<file path="config.mk">
export PLATFORM = sky130hd
export DESIGN_NAME = video_frame_queue_with_drop
export DESIGN_NICKNAME = d
export VERILOG_FILES = /design/src/vfq_pkg.sv /design/src/video_frame_queue_with_drop.sv /design/src/vfq_ram.sv
export SDC_FILE = /design/constraint.sdc
export NUM_CORES = 2
export LEC_CHECK = 0
export ABC_AREA = 0
export BUFFER_PORTS_ARGS = -buffer_cell sky130_fd_sc_hd__buf_4
export CAP_MARGIN = 15
export CELL_PAD_IN_SITES_DETAIL_PLACEMENT = 2
export CELL_PAD_IN_SITES_GLOBAL_PLACEMENT = 2
export CORE_MARGIN = 5
export CORE_UTILIZATION = 51
export CTS_CLUSTER_SIZE = 40
export DETAILED_ROUTE_END_ITERATION = 8
export HOLD_SLACK_MARGIN = 0.1
export PLACE_DENSITY_LB_ADDON = 0.1
export SYNTH_ARGS = -nofsm -noshare
export SYNTH_HDL_FRONTEND = slang
export SYNTH_HIERARCHICAL = 1
export SYNTH_SLANG_ARGS = --single-unit
export TNS_END_PERCENT = 50
</file>
<file path="constraint.sdc">
create_clock -name clock -period 19.7 [get_ports clock]
set_input_delay 3.94 -clock clock [delete_from_list [all_inputs] [get_ports clock]]
set_output_delay 3.94 -clock clock [all_outputs]
set_load 0.005 [all_outputs]
</file>
<file path="src/vfq_pkg.sv">
// Package with the request and response types and the codes of the video frame queue.
package vfq_pkg;

   localparam int HANDLE_BITS = 16;
   localparam int ENTRY_BITS  = HANDLE_BITS + 1;
   localparam int CFG_BITS    = 7;
   localparam int COUNT_BITS  = 7;

   localparam logic [2:0] FUNC_PUSH    = 3'd0;
   localparam logic [2:0] FUNC_POP     = 3'd1;
   localparam logic [2:0] FUNC_CLEAR   = 3'd2;
   localparam logic [2:0] FUNC_CUT_OLD = 3'd3;
   localparam logic [2:0] FUNC_CUT_P   = 3'd4;

   localparam logic [1:0] STATUS_OK    = 2'd0;
   localparam logic [1:0] STATUS_FULL  = 2'd1;
   localparam logic [1:0] STATUS_EMPTY = 2'd2;

   localparam logic [1:0] CSR_I_FRAME_LIMIT     = 2'd0;
   localparam logic [1:0] CSR_SECONDS_LIMIT     = 2'd1;
   localparam logic [1:0] CSR_FRAMES_PER_SECOND = 2'd2;

   typedef struct packed {
      logic [2:0]             func;
      logic [HANDLE_BITS-1:0] frame_handle;
      logic                   is_i_frame;
      logic [COUNT_BITS-1:0]  cut_count;
   } vfq_req_type;

   typedef struct packed {
      logic [1:0]             status;
      logic [HANDLE_BITS-1:0] out_handle;
      logic                   out_is_i_frame;
      logic [COUNT_BITS-1:0]  cut_i_now;
      logic [COUNT_BITS-1:0]  cut_p_now;
      logic [COUNT_BITS-1:0]  i_count;
      logic [COUNT_BITS-1:0]  p_count;
      logic                   over_i_limit;
      logic                   over_total_limit;
      logic [31:0]            dropped_i_total;
      logic [31:0]            dropped_p_total;
   } vfq_rsp_type;

endpackage

</file>
<file path="src/video_frame_queue_with_drop.sv">
// Top level of the video frame queue with I-frame aware drop.
//
// Requests arrive on the req_ channel (valid/ready) and carry a function code:
// push, pop, clear, cut old or cut P. Every request yields exactly one response
// on the rsp_ channel (valid/ready) with the status, the popped frame, the
// frames removed, the counts held, the over-limit flags and the drop totals.
// The frame descriptors live in one RAM with a registered read.
// Push, clear and unknown codes go from acceptance straight to S_DONE, which
// registers the response; a pop that finds an entry passes S_POP first for
// the RAM read. Cut old and cut P walk every held entry, reading it in S_WRD,
// then deciding and writing it back in place in S_WPROC, and end in S_WEND
// and S_DONE; cut P with a zero count goes straight to S_DONE. One request
// is in flight at a time and req_ready returns with the registered response.
// The response sits in an output register; a new request is accepted while
// it waits, and a finished result is held until the receiver takes the
// previous one, so a stalled receiver stalls completion and acceptance. Reset
// clears the pointers, counts and totals at once and loads the limit registers
// with their defaults; the RAM needs no clearing pass. The user writes limit
// registers on the csr_ port only while the block is idle; not enforced here.
module video_frame_queue_with_drop #(
   parameter int QUEUE_DEPTH = 64
) (
   input  logic                  clock,
   input  logic                  reset,
   input  logic                  req_valid,
   output logic                  req_ready,
   input  vfq_pkg::vfq_req_type  req_data,
   output logic                  rsp_valid,
   input  logic                  rsp_ready,
   output vfq_pkg::vfq_rsp_type  rsp_data,
   input  logic                  csr_wr_en,
   input  logic [1:0]            csr_index,
   input  logic [6:0]            csr_wdata
);
   import vfq_pkg::*;

   localparam int AW = $clog2(QUEUE_DEPTH);
   localparam int CW = $clog2(QUEUE_DEPTH + 1);
   localparam int MW = (CW > COUNT_BITS) ? CW : COUNT_BITS;
   localparam int TW = (CW + 1 > 2 * CFG_BITS) ? CW + 1 : 2 * CFG_BITS;

   typedef enum logic [2:0] {
      S_IDLE, S_POP, S_WRD, S_WPROC, S_WEND, S_DONE
   } state_type;

   state_type                  state_ff, state_in;
   logic [AW-1:0]              head_ff, head_in;
   logic [CW-1:0]              occ_ff, occ_in;
   logic [CW-1:0]              i_held_ff, i_held_in;
   logic [CW-1:0]              p_held_ff, p_held_in;
   logic [31:0]                i_sum_ff, i_sum_in;
   logic [31:0]                p_sum_ff, p_sum_in;
   logic [CFG_BITS-1:0]        i_limit_ff, i_limit_in;
   logic [CFG_BITS-1:0]        sec_limit_ff, sec_limit_in;
   logic [CFG_BITS-1:0]        fps_ff, fps_in;
   logic [2*CFG_BITS-1:0]      product_ff, product_in;
   logic [CW-1:0]              k_ff, k_in;
   logic [CW-1:0]              n_ff, n_in;
   logic [CW-1:0]              seen_ff, seen_in;
   logic [CW-1:0]              cut_i_ff, cut_i_in;
   logic [CW-1:0]              cut_p_ff, cut_p_in;
   logic                       stop_ff, stop_in;
   logic                       old_mode_ff, old_mode_in;
   logic [COUNT_BITS-1:0]      want_ff, want_in;
   logic [1:0]                 status_ff, status_in;
   logic [HANDLE_BITS-1:0]     oh_ff, oh_in;
   logic                       oi_ff, oi_in;
   logic                       rsp_valid_ff, rsp_valid_in;
   vfq_rsp_type                rsp_data_ff, rsp_data_in;

   logic                       mem_we;
   logic [AW-1:0]              mem_waddr;
   logic [ENTRY_BITS-1:0]      mem_wdata;
   logic                       mem_re;
   logic [AW-1:0]              mem_raddr;
   logic [ENTRY_BITS-1:0]      mem_rdata;

   logic                       e_is_i;
   logic                       keep;
   logic [CW-1:0]              seen_next;

   function automatic logic [AW-1:0] wrap_add(logic [AW-1:0] a, logic [CW-1:0] b);
      logic [CW:0] s;
      s = (CW+1)'(a) + (CW+1)'(b);
      if (s >= (CW+1)'(QUEUE_DEPTH)) begin
         s = s - (CW+1)'(QUEUE_DEPTH);
      end
      return s[AW-1:0];
   endfunction

   vfq_ram #(
      .WIDTH (ENTRY_BITS),
      .DEPTH (QUEUE_DEPTH)
   ) u_store (
      .clock   (clock),
      .wr_en   (mem_we),
      .wr_addr (mem_waddr),
      .wr_data (mem_wdata),
      .rd_en   (mem_re),
      .rd_addr (mem_raddr),
      .rd_data (mem_rdata)
   );

   assign req_ready = (state_ff == S_IDLE);
   assign rsp_valid = rsp_valid_ff;
   assign rsp_data  = rsp_data_ff;

   assign e_is_i    = mem_rdata[HANDLE_BITS];
   assign seen_next = seen_ff + CW'(1);

   always_comb begin
      keep = 1'b1;
      if (!stop_ff) begin
         if (old_mode_ff) begin
            keep = e_is_i && (seen_next >= i_held_ff);
         end else begin
            keep = e_is_i;
         end
      end
   end

   always_comb begin
      state_in     = state_ff;
      head_in      = head_ff;
      occ_in       = occ_ff;
      i_held_in    = i_held_ff;
      p_held_in    = p_held_ff;
      i_sum_in     = i_sum_ff;
      p_sum_in     = p_sum_ff;
      i_limit_in   = i_limit_ff;
      sec_limit_in = sec_limit_ff;
      fps_in       = fps_ff;
      product_in   = (2*CFG_BITS)'(sec_limit_ff) * (2*CFG_BITS)'(fps_ff);
      k_in         = k_ff;
      n_in         = n_ff;
      seen_in      = seen_ff;
      cut_i_in     = cut_i_ff;
      cut_p_in     = cut_p_ff;
      stop_in      = stop_ff;
      old_mode_in  = old_mode_ff;
      want_in      = want_ff;
      status_in    = status_ff;
      oh_in        = oh_ff;
      oi_in        = oi_ff;
      rsp_valid_in = rsp_valid_ff && !rsp_ready;
      rsp_data_in  = rsp_data_ff;
      mem_we       = 1'b0;
      mem_waddr    = '0;
      mem_wdata    = '0;
      mem_re       = 1'b0;
      mem_raddr    = '0;

      if (csr_wr_en) begin
         unique case (csr_index)
            CSR_I_FRAME_LIMIT:     i_limit_in   = csr_wdata;
            CSR_SECONDS_LIMIT:     sec_limit_in = csr_wdata;
            CSR_FRAMES_PER_SECOND: fps_in       = csr_wdata;
            default: ;
         endcase
      end

      unique case (state_ff)
         S_IDLE: begin
            if (req_valid) begin
               status_in   = STATUS_OK;
               oh_in       = '0;
               oi_in       = 1'b0;
               cut_i_in    = '0;
               cut_p_in    = '0;
               k_in        = '0;
               n_in        = '0;
               seen_in     = '0;
               stop_in     = 1'b0;
               want_in     = req_data.cut_count;
               old_mode_in = (req_data.func == FUNC_CUT_OLD);
               state_in    = S_DONE;
               unique case (req_data.func)
                  FUNC_PUSH: begin
                     if (occ_ff >= CW'(QUEUE_DEPTH)) begin
                        status_in = STATUS_FULL;
                     end else begin
                        mem_we    = 1'b1;
                        mem_waddr = wrap_add(head_ff, occ_ff);
                        mem_wdata = {req_data.is_i_frame, req_data.frame_handle};
                        occ_in    = occ_ff + CW'(1);
                        if (req_data.is_i_frame) begin
                           i_held_in = i_held_ff + CW'(1);
                        end else begin
                           p_held_in = p_held_ff + CW'(1);
                        end
                     end
                  end
                  FUNC_POP: begin
                     if (occ_ff == '0) begin
                        status_in = STATUS_EMPTY;
                     end else begin
                        mem_re    = 1'b1;
                        mem_raddr = head_ff;
                        state_in  = S_POP;
                     end
                  end
                  FUNC_CLEAR: begin
                     cut_i_in  = i_held_ff;
                     cut_p_in  = p_held_ff;
                     head_in   = '0;
                     occ_in    = '0;
                     i_held_in = '0;
                     p_held_in = '0;
                  end
                  FUNC_CUT_OLD: state_in = S_WRD;
                  FUNC_CUT_P: begin
                     if (req_data.cut_count != '0) begin
                        state_in = S_WRD;
                     end
                  end
                  default: ;
               endcase
            end
         end
         S_POP: begin
            oh_in = mem_rdata[HANDLE_BITS-1:0];
            oi_in = e_is_i;
            if (e_is_i) begin
               if (i_held_ff != '0) i_held_in = i_held_ff - CW'(1);
            end else begin
               if (p_held_ff != '0) p_held_in = p_held_ff - CW'(1);
            end
            head_in  = wrap_add(head_ff, CW'(1));
            occ_in   = occ_ff - CW'(1);
            state_in = S_DONE;
         end
         S_WRD: begin
            if (k_ff == occ_ff) begin
               state_in = S_WEND;
            end else begin
               mem_re    = 1'b1;
               mem_raddr = wrap_add(head_ff, k_ff);
               state_in  = S_WPROC;
            end
         end
         S_WPROC: begin
            if (!stop_ff) begin
               if (e_is_i) begin
                  if (old_mode_ff) begin
                     seen_in = seen_next;
                     if (keep) begin
                        stop_in = 1'b1;
                     end else begin
                        cut_i_in = cut_i_ff + CW'(1);
                     end
                  end else if (MW'(cut_p_ff) >= MW'(want_ff)) begin
                     stop_in = 1'b1;
                  end
               end else begin
                  cut_p_in = cut_p_ff + CW'(1);
               end
            end
            if (keep) begin
               mem_we    = 1'b1;
               mem_waddr = wrap_add(head_ff, n_ff);
               mem_wdata = mem_rdata;
               n_in      = n_ff + CW'(1);
            end
            k_in     = k_ff + CW'(1);
            state_in = S_WRD;
         end
         S_WEND: begin
            occ_in    = n_ff;
            i_held_in = (cut_i_ff <= i_held_ff) ? i_held_ff - cut_i_ff : '0;
            p_held_in = (cut_p_ff <= p_held_ff) ? p_held_ff - cut_p_ff : '0;
            i_sum_in  = i_sum_ff + 32'(cut_i_ff);
            p_sum_in  = p_sum_ff + 32'(cut_p_ff);
            state_in  = S_DONE;
         end
         S_DONE: begin
            if (!rsp_valid_ff || rsp_ready) begin
               rsp_valid_in                 = 1'b1;
               rsp_data_in.status           = status_ff;
               rsp_data_in.out_handle       = oh_ff;
               rsp_data_in.out_is_i_frame   = oi_ff;
               rsp_data_in.cut_i_now        = COUNT_BITS'(cut_i_ff);
               rsp_data_in.cut_p_now        = COUNT_BITS'(cut_p_ff);
               rsp_data_in.i_count          = COUNT_BITS'(i_held_ff);
               rsp_data_in.p_count          = COUNT_BITS'(p_held_ff);
               rsp_data_in.over_i_limit     = MW'(i_held_ff) > MW'(i_limit_ff);
               rsp_data_in.over_total_limit =
                  (TW'(i_held_ff) + TW'(p_held_ff)) > TW'(product_ff);
               rsp_data_in.dropped_i_total  = i_sum_ff;
               rsp_data_in.dropped_p_total  = p_sum_ff;
               state_in                     = S_IDLE;
            end
         end
         default: state_in = S_IDLE;
      endcase
   end

   always_ff @(posedge clock) begin
      product_ff  <= product_in;
      k_ff        <= k_in;
      n_ff        <= n_in;
      seen_ff     <= seen_in;
      cut_i_ff    <= cut_i_in;
      cut_p_ff    <= cut_p_in;
      stop_ff     <= stop_in;
      old_mode_ff <= old_mode_in;
      want_ff     <= want_in;
      status_ff   <= status_in;
      oh_ff       <= oh_in;
      oi_ff       <= oi_in;
      rsp_data_ff <= rsp_data_in;
      if (reset) begin
         state_ff     <= S_IDLE;
         head_ff      <= '0;
         occ_ff       <= '0;
         i_held_ff    <= '0;
         p_held_ff    <= '0;
         i_sum_ff     <= '0;
         p_sum_ff     <= '0;
         i_limit_ff   <= CFG_BITS'(2);
         sec_limit_ff <= CFG_BITS'(1);
         fps_ff       <= CFG_BITS'(30);
         rsp_valid_ff <= 1'b0;
      end else begin
         state_ff     <= state_in;
         head_ff      <= head_in;
         occ_ff       <= occ_in;
         i_held_ff    <= i_held_in;
         p_held_ff    <= p_held_in;
         i_sum_ff     <= i_sum_in;
         p_sum_ff     <= p_sum_in;
         i_limit_ff   <= i_limit_in;
         sec_limit_ff <= sec_limit_in;
         fps_ff       <= fps_in;
         rsp_valid_ff <= rsp_valid_in;
      end
   end

   // The type counts always add up to the number of held entries.
   a_counts_match: assert property (@(posedge clock) disable iff (reset)
      (CW+1)'(i_held_ff) + (CW+1)'(p_held_ff) == (CW+1)'(occ_ff))
      else $error("frame type counts disagree with occupancy");

   a_occ_bound: assert property (@(posedge clock) disable iff (reset)
      occ_ff <= CW'(QUEUE_DEPTH))
      else $error("occupancy beyond queue depth");

   a_one_in_flight: assert property (@(posedge clock) disable iff (reset)
      req_valid && req_ready |=> !req_ready)
      else $error("second request taken while one is in flight");

   a_walk_bound: assert property (@(posedge clock) disable iff (reset)
      (state_ff == S_WPROC) |-> (k_ff < occ_ff) && (n_ff <= k_ff))
      else $error("compaction pointers out of order");

endmodule

</file>
<file path="src/vfq_ram.sv">
// Generic single-port-write, single-port-read RAM with registered read data.
module vfq_ram #(
   parameter int WIDTH = 17,
   parameter int DEPTH = 64
) (
   input  logic                     clock,
   input  logic                     wr_en,
   input  logic [$clog2(DEPTH)-1:0] wr_addr,
   input  logic [WIDTH-1:0]         wr_data,
   input  logic                     rd_en,
   input  logic [$clog2(DEPTH)-1:0] rd_addr,
   output logic [WIDTH-1:0]         rd_data
);

   logic [WIDTH-1:0] mem_ff [DEPTH];
   logic [WIDTH-1:0] rd_data_ff;

   always_ff @(posedge clock) begin
      if (wr_en) begin
         mem_ff[wr_addr] <= wr_data;
      end
      if (rd_en) begin
         rd_data_ff <= mem_ff[rd_addr];
      end
   end

   assign rd_data = rd_data_ff;

endmodule

</file>
==> out/qor.txt <==
Worst VDD drop: 108.9 uV
Global route overflow: 0
# setup viols final: 0
Clk root buf: clkbuf_16
CP Data Required Time: 20.16 ns
Most common cell after layout, fill and taps aside: edfxtp_1
H-tree Lvls: 4
Fmax: 0.1089 GHz
Filler cells: 9440
Avg Vias per Cell: 6.875
DP HPWL: 128.8 mm
Avg WL per Cell: 41.62 um
Largest net degree at the start of global routing: 86
FF-to-FF path depth: 13
Tcrit/Tclk final: 46.62%
Antenna Nets Post-Route: 0
Crit-path max FO: 50
Status: complete, no violations
Most frequent cells in the layout: edfxtp_1, mux4_2, buf_4
Die width: 350.4 um
Post CTS Setup Buffer Count: 0
RSZ-0062 raised after global routing: false
Sequential area share after synthesis: 69.50%
Critical Path Sink Type: flip-flop
Tot GR Track Use: 36.15%
Final net count: 3923
First-pass GRT wire length: 312.9 mm
Routability cong.: 0.8579
1st-iter DRT viols: 4952
Yosys warning count: 6
Vias in the first global route: 38.91k
Leak: 22.58 nW
Critical path class: in -> reg
CTS buffer count: 149
Clock tree buffer depth: 3
Worst hold slack: 0.4290 ns
Number of flops mapped to enable cells by yosys: 1281
FP Rows: 124
DR vias: 36.87k
Final Slew Violations: 0
Post-Route WL: 223.2 mm
Layout cells sized above 1: 22.07%
Die area: 122800 um^2
Final count of hold timing violations: 0
TritonRoute pass-1 iters: 6
Initial antenna violation count: 13
# hold bufs at CTS: 0
Syn_area_per_cell: 17.02 um^2
Maxcap violations: 0
Number of gates resized after CTS: 0
Hold Crit Class: reg -> reg
Synthesized area: 59100 um^2
Power per cell area: 116.6 nW/um^2
Cells after Synth: 3473
Crit path DAT: 9.64 ns
Net Count, Synth: 3671
Area growth syn-to-layout: 13.84%
Synth cell types: 83
Async S/R FF share, synth: 0%
Worst setup SP type: primary input
Port buffer count: 155
Top FF cell, synth: edfxtp_1
CTS tree: built
Min Clock Period, post-route: 9.185 ns
Clock transition at path regs: 0.07 ns
Worst-case clock skew: 0.06659 ns
Clk sinks: 1411
Skew-Pair Late Insertion Delay: 0.80 ns
Core Footprint: 114700 um^2
Seq cells post-synth: 1411
Slew @ Worst Pin: 1.474 ns
Total negative slack: 0 ns
I/O Pins: 156
Worst slew margin: 1.732%
Initial Utilization: 51.54%
Worst Hold Depth: 0
Die height: 350.4 um
DRC: 0
## routing by layer
| metal | up-vias | track usage, % | wire (um) |
|---|---|---|---|
| li1 | 14216 | - | - |
| met1 | 19700 | 46.25 | 81570 |
| met2 | 2395 | 60.15 | 108700 |
| met3 | 554 | 7.402 | 20260 |
| met4 | 6 | 16.64 | 12690 |
| met5 | - | 0 | 37 |
## cell type report
type	count	area (um^2)	area share, %
diodes	8	20.02	0.02976
clock buffers	191	4051	6.022
clock inverters	78	775.7	1.153
inverters	109	409.1	0.6081
multi-input cells	1780	16970	25.22
flip-flops and latches	1411	41070	61.04
well taps	1512	1892	2.812
repair buffers	274	2095	3.113
## Yosys cell counts, types with 34 or more instances
cell type | instances | area share, %
nand3_1 | 58 | 0.49
inv_1 | 109 | 0.69
xor2_1 | 34 | 0.50
a21oi_1 | 110 | 0.93
nand2_1 | 125 | 0.79
edfxtp_1 | 1281 | 65
nor3_1 | 47 | 0.40
and2_1 | 67 | 0.71
xnor2_1 | 91 | 1.3
ha_1 | 125 | 2.6
buf_2 | 45 | 0.38
mux2i_1 | 52 | 0.88
o21ai_0 | 60 | 0.51
clkbuf_1 | 97 | 0.62
mux4_2 | 272 | 10
a22o_1 | 50 | 0.74
nor2_1 | 224 | 1.4
dfxtp_1 | 130 | 4.4
## kinds of logic after synthesis
logic type	share of synthesized area, %
xor gates and xnor gates	1.853
buffers and inverters	1.937
muxes	11.59
AOI/OAI and AO/OA	5.587
and+or+nand+nor	5.808
adders and majority gates	3.731
DFF	69.50
## registers in the layout, summed over array words and instances, names as in the netlist, 2 cells and up
signal           flops
fps_ff               7
n_ff                 7
i_held_ff            7
p_sum_ff            32
cut_i_ff             7
head_ff              6
product_ff          14
p_held_ff            7
state_ff             3
k_ff                 7
i_sum_ff            32
oh_ff               16
want_ff              7
u_store/rd_data     17
rsp_data           113
sec_limit_ff         7
i_limit_ff           7
u_store/mem_ff    1088
occ_ff               7
seen_ff              7
cut_p_ff             7
status_ff            2
## critical path: stages
cell,delay (ns)
buf_4,0.10
nand2_1,0.20
nor4_2,0.28
buf_4,0.25
a22o_4,0.71
buf_4,0.81
buf_4,0.94
buf_4,0.94
mux4_2,0.62
a22oi_1,0.26
nand3_1,0.17
nand2_1,0.14
nand2_1,0.10
## power by group
part	switching, mW	total [mW]	internal [mW]
Clock	1.30	2.93	1.63
Sequential	0.172	3.59	3.42
Combinational	0.834	1.32	0.488
Total	2.30	7.84	5.54
## path summary, 6_finish.rpt
| path | from | endpoint | slack, ns |
|---|---|---|---|
| worst min register to register | oh_ff[0] | rsp_data[95] | 0.43 |
| worst max-delay path | req_valid | u_store/rd_data[10] | 10.52 |
| worst min-delay path | oh_ff[0] | rsp_data[95] | 0.43 |
| worst max register to register | state_ff[0] | u_store/rd_data[10] | 12.61 |
## metrics by stage
step | power (mW) | cells | setup slack [ns] | area [um^2] | util [%]
after detailed placement | 4.902 | 5081 | 9.116 | 62360 | 54.39
final | 7.843 | 5363 | 10.52 | 67280 | 58.68
after floorplan | 4.389 | 3473 | 10.43 | 59100 | -
after global routing | 8.093 | 5355 | 10.12 | 67260 | 58.66
after global placement | 4.789 | 5081 | 9.512 | 62360 | 54.39
after CTS | 7.851 | 5350 | 9.718 | 67190 | 58.60
No activity file was read; power rests on OpenSTA's default activity.
